## src/sv/icpa_pkg.sv

```systemverilog
// Shared types and constants for the interrupt controller port access block.
package icpa_pkg;

	// Command word bits.
	localparam int unsigned ICW1_INIT_BIT     = 4;
	localparam int unsigned ICW1_SINGLE_BIT   = 1;
	localparam int unsigned ICW1_NEED_ICW4    = 0;
	localparam int unsigned OCW3_SELECT_BIT   = 3;
	localparam int unsigned OCW2_EOI_BIT      = 5;
	localparam int unsigned OCW2_SPECIFIC_BIT = 6;
	localparam logic [7:0]  VECTOR_MASK       = 8'hF8;

	// Initialization step codes.
	localparam logic [2:0] STEP_READY = 3'd0;
	localparam logic [2:0] STEP_ICW2  = 3'd2;
	localparam logic [2:0] STEP_ICW3  = 3'd3;
	localparam logic [2:0] STEP_ICW4  = 3'd4;

	// Read select codes (OCW3).
	localparam logic [1:0] RSEL_NONE = 2'd0;
	localparam logic [1:0] RSEL_IRR  = 2'd2;
	localparam logic [1:0] RSEL_ISR  = 2'd3;

	// Access kind.
	localparam logic OP_WRITE  = 1'b0;
	localparam logic OP_READ   = 1'b1;
	localparam logic PORT_CMD  = 1'b0;
	localparam logic PORT_DATA = 1'b1;

	typedef struct packed {
		logic       op;
		logic       port_sel;
		logic [7:0] write_data;
		logic [7:0] pending_requests;
		logic [7:0] ack_set_mask;
	} access_t;

	typedef struct packed {
		logic [7:0] init_word;
		logic [2:0] init_step;
		logic [7:0] mask_reg;
		logic [7:0] vector_offset_reg;
		logic [7:0] cascade_word;
		logic [7:0] mode_word;
		logic [1:0] read_select;
		logic [7:0] in_service_reg;
	} ctrl_state_t;

	typedef struct packed {
		logic [7:0] read_data;
		logic [7:0] irq_mask;
		logic [7:0] vector_base;
		logic [7:0] in_service;
		logic [2:0] init_stage;
	} result_t;

endpackage

```

## src/sv/interrupt_controller_port_access.sv

```systemverilog
// Top level of the 8259-style interrupt controller bus port access block.
//
//  Channel   Direction  Handshake            Contents
//  s_*       in         s_tvalid/s_tready    one bus access transaction
//  m_*       out        m_tvalid/m_tready    one result transaction per access
//  cfg_*     in         cfg_valid/cfg_ready  data port lock register write
//
// Each access is captured in an input register (stage 1), evaluated by the
// core logic against the controller state, and the result is written to an
// output register (stage 2) on the same edge that updates the state. One
// access is accepted every cycle while the output is not stalled. When
// m_tready is low the output register holds, stage 1 fills, and then
// s_tready falls. Reset clears the controller state, the lock register
// and both valid flags. The configuration channel is always ready.
module interrupt_controller_port_access (
	input  logic        clk,
	input  logic        arst_n,
	// Access input.
	input  logic        s_tvalid,
	output logic        s_tready,
	input  logic [23:0] s_tdata,  // write_data, pending_requests, ack_set_mask
	input  logic [1:0]  s_tuser,  // op, port_sel
	// Result output.
	output logic        m_tvalid,
	input  logic        m_tready,
	output logic [39:0] m_tdata,  // read_data, irq_mask, vector_base,
	                              // in_service, init_stage, zero fill
	// Configuration write.
	input  logic        cfg_valid,
	output logic        cfg_ready,
	input  logic        cfg_data  // data_port_locked
);

	icpa_pkg::access_t     acc_s1;
	logic                  valid_s1;
	icpa_pkg::result_t     res_s2;
	logic                  valid_s2;
	logic                  rd_write_s2;
	icpa_pkg::ctrl_state_t state_q;
	icpa_pkg::ctrl_state_t state_nxt;
	icpa_pkg::result_t     res_nxt;
	logic                  locked_q;

	logic s2_free;
	logic s1_move;

	assign s2_free   = !valid_s2 || m_tready;
	assign s1_move   = valid_s1 && s2_free;
	assign s_tready  = !valid_s1 || s1_move;
	assign cfg_ready = 1'b1;

	// Stage 1 valid and the lock register.
	always_ff @(posedge clk or negedge arst_n) begin
		if (!arst_n) begin
			valid_s1 <= 1'b0;
			locked_q <= 1'b0;
		end else begin
			if (s_tready) begin
				valid_s1 <= s_tvalid;
			end
			if (cfg_valid && cfg_ready) begin
				locked_q <= cfg_data;
			end
		end
	end

	// Stage 1 payload needs no reset.
	always_ff @(posedge clk) begin
		if (s_tvalid && s_tready) begin
			acc_s1.op               <= s_tuser[0];
			acc_s1.port_sel         <= s_tuser[1];
			acc_s1.write_data       <= s_tdata[7:0];
			acc_s1.pending_requests <= s_tdata[15:8];
			acc_s1.ack_set_mask     <= s_tdata[23:16];
		end
	end

	icpa_core u_core (
		.acc    (acc_s1),
		.locked (locked_q),
		.cur    (state_q),
		.nxt    (state_nxt),
		.res    (res_nxt)
	);

	// Controller state advances only when an access leaves stage 1.
	always_ff @(posedge clk or negedge arst_n) begin
		if (!arst_n) begin
			state_q  <= '0;
			valid_s2 <= 1'b0;
		end else begin
			if (s1_move) begin
				state_q <= state_nxt;
			end
			if (s2_free) begin
				valid_s2 <= valid_s1;
			end
		end
	end

	always_ff @(posedge clk) begin
		if (s1_move) begin
			res_s2      <= res_nxt;
			rd_write_s2 <= (acc_s1.op == icpa_pkg::OP_WRITE);
		end
	end

	assign m_tvalid = valid_s2;
	assign m_tdata  = {5'd0, res_s2.init_stage, res_s2.in_service,
	                   res_s2.vector_base, res_s2.irq_mask, res_s2.read_data};

	// A write access never returns read data.
	a_write_reads_zero: assert property (@(posedge clk) disable iff (!arst_n)
		valid_s2 && rd_write_s2 |-> res_s2.read_data == 8'd0)
		else $error("write access produced nonzero read data");

	// The vector offset always has its low three bits clear.
	a_vector_aligned: assert property (@(posedge clk) disable iff (!arst_n)
		valid_s2 |-> res_s2.vector_base[2:0] == 3'd0)
		else $error("vector base not aligned");

	// Initialization step is only ever one of the defined steps.
	a_step_legal: assert property (@(posedge clk) disable iff (!arst_n)
		state_q.init_step == icpa_pkg::STEP_READY ||
		state_q.init_step == icpa_pkg::STEP_ICW2 ||
		state_q.init_step == icpa_pkg::STEP_ICW3 ||
		state_q.init_step == icpa_pkg::STEP_ICW4)
		else $error("initialization step left the defined set");

	// A held access in stage 1 is not dropped while the output stalls.
	a_s1_held: assert property (@(posedge clk) disable iff (!arst_n)
		valid_s1 && !s1_move |=> valid_s1 && $stable(acc_s1))
		else $error("stalled access lost from stage 1");

endmodule

```

## src/sv/icpa_core.sv

```systemverilog
// Combinational next-state and result logic for one bus access.
module icpa_core (
	input  icpa_pkg::access_t     acc,
	input  logic                  locked,
	input  icpa_pkg::ctrl_state_t cur,
	output icpa_pkg::ctrl_state_t nxt,
	output icpa_pkg::result_t     res
);

	logic [7:0] isr_acked;
	logic [7:0] rd;
	logic [7:0] wd;

	always_comb begin
		wd        = acc.write_data;
		isr_acked = cur.in_service_reg | acc.ack_set_mask;
		nxt       = cur;
		nxt.in_service_reg = isr_acked;
		rd        = 8'd0;

		if (acc.port_sel == icpa_pkg::PORT_CMD) begin
			if (acc.op == icpa_pkg::OP_READ) begin
				case (cur.read_select)
					icpa_pkg::RSEL_IRR: rd = acc.pending_requests;
					icpa_pkg::RSEL_ISR: rd = isr_acked;
					default:            nxt.read_select = icpa_pkg::RSEL_NONE;
				endcase
			end else if (wd[icpa_pkg::ICW1_INIT_BIT]) begin
				nxt.init_word = wd;
				nxt.init_step = icpa_pkg::STEP_ICW2;
				nxt.mask_reg  = 8'd0;
			end else if (wd[icpa_pkg::OCW3_SELECT_BIT]) begin
				nxt.read_select = wd[1:0];
			end else if (wd[icpa_pkg::OCW2_EOI_BIT]) begin
				if (wd[icpa_pkg::OCW2_SPECIFIC_BIT]) begin
					nxt.in_service_reg = isr_acked & ~(8'd1 << wd[2:0]);
				end else begin
					// Clearing the lowest set bit: x & (x - 1).
					nxt.in_service_reg = isr_acked & (isr_acked - 8'd1);
				end
			end
		end else begin
			if (acc.op == icpa_pkg::OP_READ) begin
				if (!locked) begin
					rd = cur.mask_reg;
				end
			end else begin
				case (cur.init_step)
					icpa_pkg::STEP_READY: begin
						if (!locked) begin
							nxt.mask_reg = wd;
						end
					end
					icpa_pkg::STEP_ICW2: begin
						nxt.vector_offset_reg = wd & icpa_pkg::VECTOR_MASK;
						if (!cur.init_word[icpa_pkg::ICW1_SINGLE_BIT]) begin
							nxt.init_step = icpa_pkg::STEP_ICW3;
						end else if (cur.init_word[icpa_pkg::ICW1_NEED_ICW4]) begin
							nxt.init_step = icpa_pkg::STEP_ICW4;
						end else begin
							nxt.mode_word = 8'd0;
							nxt.init_step = icpa_pkg::STEP_READY;
						end
					end
					icpa_pkg::STEP_ICW3: begin
						nxt.cascade_word = wd;
						if (cur.init_word[icpa_pkg::ICW1_NEED_ICW4]) begin
							nxt.init_step = icpa_pkg::STEP_ICW4;
						end else begin
							nxt.mode_word = 8'd0;
							nxt.init_step = icpa_pkg::STEP_READY;
						end
					end
					icpa_pkg::STEP_ICW4: begin
						nxt.mode_word = wd;
						nxt.init_step = icpa_pkg::STEP_READY;
					end
					default: begin
						// Unused steps ignore data writes.
					end
				endcase
			end
		end

		res.read_data   = rd;
		res.irq_mask    = nxt.mask_reg;
		res.vector_base = nxt.vector_offset_reg;
		res.in_service  = nxt.in_service_reg;
		res.init_stage  = nxt.init_step;
	end

endmodule
```

## config.mk

```make
export PLATFORM = sky130hd
export DESIGN_NAME = interrupt_controller_port_access
export DESIGN_NICKNAME = d
export VERILOG_FILES = /design/src/sv/icpa_pkg.sv /design/src/sv/interrupt_controller_port_access.sv /design/src/sv/icpa_core.sv
export SDC_FILE = /design/constraint.sdc
export NUM_CORES = 1
export LEC_CHECK = 0
export BUFFER_PORTS_ARGS = -buffer_cell sky130_fd_sc_hd__buf_2
export CAP_MARGIN = 20
export CORE_ASPECT_RATIO = 0.5
export CORE_MARGIN = 2
export CORE_UTILIZATION = 45
export DETAILED_ROUTE_END_ITERATION = 16
export GPL_ROUTABILITY_DRIVEN = 0
export PLACE_DENSITY = 0.68
export SYNTH_ARGS = -nofsm -noshare
export SYNTH_HDL_FRONTEND = slang
export SYNTH_SLANG_ARGS = --single-unit
export TNS_END_PERCENT = 50
```

## constraint.sdc

```tcl
create_clock -name clk -period 3.23 [get_ports clk]
set_input_delay 0.1615 -clock clk [delete_from_list [all_inputs] [get_ports clk]]
set_output_delay 0.1615 -clock clk [all_outputs]
set_load 0.1 [all_outputs]
```

==> summary.txt <==
GRT
  – First-pass GRT wire length: 13000 um
  – Largest net degree at the start of global routing: 35
  – Grt ovf: 0
  – Met3 Track Usage GR: 5.95%
  – Gr usage total: 18.1%
  – GRT Max-Usage Layer: met2
  – Vias in the first global route: 2630
  – M2 GR Usage: 28.6%
  – GR Layer Usage met1: 24.1%
  – Antenna violations before repair: 0

Run status
  – Status: finished, final reports clean

Floorplanning
  – Die area: 9690 sq um
  – Ports: 75
  – Initial core utilization: 46.2%
  – Std cell rows: 24
  – Core footprint: 8650 sq um
  – Die Ht: 70.6 um
  – Die X: 137 um

STA
  – Final Slew Violations: 0
  – RSZ-0062 raised after global routing: false
  – Relative slew slack: 46.6%
  – Setup Skew: 0.00632 ns
  – Highest clock rate: 0.437 GHz
  – Setup violators final: 0
  – Fin Setup TNS: 0 ns
  – Fin. Hold Viols: 0
  – Fin crit share: 70.9%
  – Worst-margin pin slew: 0.800 ns
  – Final Critical Period: 2.29 ns

Run
  – Maxcap violations: 0

Power and ir drop
  – Peak supply drop: 0.000264 V
  – P_leak: 1.97 nW
  – Total power: 0.00310 W
  – Pwr Density: 625 nW/um^2

Clock tree
  – Post-CTS Setup Bufs: 0
  – Cts bufs inserted: 9
  – CTS tree: built
  – Clock buffer depth: 2
  – Clock Pin Slew Worst Setup and Hold Paths: 0.06 ns
  – Worst skew pair latency: 0.33 ns
  – Root Buffer: clkbuf_16
  – H-tree depth: 3
  – Num Clock Sinks: 95

Synthesis
  – Netlist Area Pre-Place: 3990 sq um
  – EDFF count, synth: 61
  – Seq/Total Area, Yosys: 67.2%
  – Post-synth top area share: 45.9%
  – Synth area leaders: edfxtp_1 (46%), dfrtp_1 (21%), mux2_2 (3.4%)
  – Post-synth cell types: 46
  – Area leader, netlist: edfxtp_1
  – Synthesis Warnings: 0
  – Main synth FF type: edfxtp_1
  – Synthesized flop and latch total: 95
  – Asr flop ratio synth: 35.8%
  – Syn_area_per_cell: 13.0 sq um
  – Mapped Cells: 307

Drt
  – Pre-Repair DR Iteration Count: 5
  – Vias: 2693
  – DRT iter0 DRCs: 222
  – Routed Antenna Nets: 0
  – Vias per cell: 5.20
  – Routed wire length per instance: 15.6 um
  – Final wirelength: 8100 um
  – Number of remaining DRC errors: 0

Setup path
  – CP startpoint kind: flop
  – CP endpoint kind: flop
  – Worst Setup SP: acc_s1[25]$_DFFE_PP_
  – CP required: 3.45 ns
  – Crit path kind: flop to flop
  – R2R Setup Slk: 0.94 ns
  – R2R Path Start: acc_s1[25]$_DFFE_PP_
  – Crit path DAT: 2.51 ns
  – CP max FO: 15

Final layout
  – Layout cells sized above 1: 26.2%
  – Antenna Cells: 0
  – Area growth syn-to-layout: 24.3%
  – Nets: 429

Min path
  – Worst min-delay path startpoint: s_tdata[9]
  – Hold/Removal Path Class: primary input to flop

Placed design
  – Final HPWL DP: 5640 um
  – # port buffers: 68
## synthesized netlist by cell type, types with 8 or more instances
master    number
dfrtp_1       34
mux2_2        12
edfxtp_1      61
a22o_1         9
a21oi_1       19
nor2b_1       11
nor2_1        28
and2_1         8
o21ai_0       12
a22oi_1        8
clkbuf_1      11
nand2_1       29
## through the flow
step	area, sq um	cells	setup WS [ns]	util [%]	hold WS, ns
after floorplan	4010	311	0.130	-	-0.134
after global placement	4400	477	1.02	50.9	0.259
after detailed placement	4400	477	0.961	50.9	0.288
after CTS	4910	513	0.949	56.8	0.000452
after global routing	4960	518	0.804	57.4	0.000612
final	4960	518	0.940	57.4	0.0202
## path summary, 6_finish.rpt
check                                          end  cells past startpoint
min                            acc_s1[9]$_DFFE_PP_                      1
max                        state_q[31]$_DFFE_PN0P_                      4
min reg2reg                state_q[26]$_DFFE_PN0P_                      1
max reg2reg                state_q[31]$_DFFE_PN0P_                      4
max in group asynchronous  state_q[33]$_DFFE_PN0P_                      2
min in group asynchronous     valid_s1$_DFFE_PN0N_                      2
## layout make-up
cell class | instances | area (sq um)
fill | 726 | 3680
sequential | 95 | 2680
multi-input combinational | 189 | 1190
timing repair buffer | 96 | 613
clock buffer | 12 | 246
tap | 117 | 146
clock inverter | 4 | 68.8
inverter | 5 | 18.8
## routing by layer
layer / vias to the layer above / part of all wire (%)
li1: 1281 / -
met1: 1290 / 44
met2: 111 / 48
met3: 11 / 7.0
met4: 0 / 1.1
met5: - / 0
## critical path, cell delays in order (launching register included)
cell and delay (ns):
edfxtp_1 0.55, or3b_4 0.46, or3b_1 0.57, nand2b_4 0.27, mux2_4 0.32
## cell usage in the layout (no fill, tap or decap), types with 2 or more instances in the layout
master	Yosys	layout
dlygate4sd3_1	0	25
nor2_1	28	28
edfxtp_1	61	61
nand4_1	2	2
nor4_1	2	2
nand3_1	3	3
buf_4	7	3
a22o_1	9	9
clkbuf_1	11	2
nand2_1	29	29
o31ai_1	2	2
clkinv_1	0	2
inv_1	5	4
nand4b_1	2	2
a22oi_1	8	8
a21oi_1	19	19
nor2b_1	11	11
nand2b_1	5	5
o211ai_1	2	2
bufinv_16	0	2
o21ai_0	12	12
and2_1	8	8
clkbuf_16	0	9
nand3b_1	3	3
dfrtp_1	34	34
mux2_2	12	12
mux2i_1	2	2
a31oi_1	2	2
buf_2	2	68
conb_1	2	6
mux2_4	5	5
## what timing repair did
item,4_1_cts,5_1_grt
hold endpoints to repair,53,5
resized for setup,0,0
hold buffers,20,5
## flip-flops by register name (all words and copies together) (netlist names)
signal	flops
locked_q	1
m_tvalid	1
acc_s1	26
state_q	31
valid_s1	1
m_tdata	35
## report_power, final
part	switching, W	internal [W]	leakage, nW
clock network	0.000402	0.000695	0.154
registers	0.0000840	0.00140	0.986
logic	0.000398	0.000125	0.826
## logic make-up after synthesis
| family | count (synthesis) | share of synthesized area (%) |
|---|---|---|
| AOI/OAI and AO/OA | 62 | 9.99 |
| adders and majority gates | 1 | 0.313 |
| buffers and inverters | 27 | 3.45 |
| DFF | 95 | 67.2 |
| muxes | 19 | 5.76 |
| other | 2 | 0.188 |
| and+or+nand+nor | 101 | 13.1 |
Note: power is estimated with default switching activity, not from simulation.
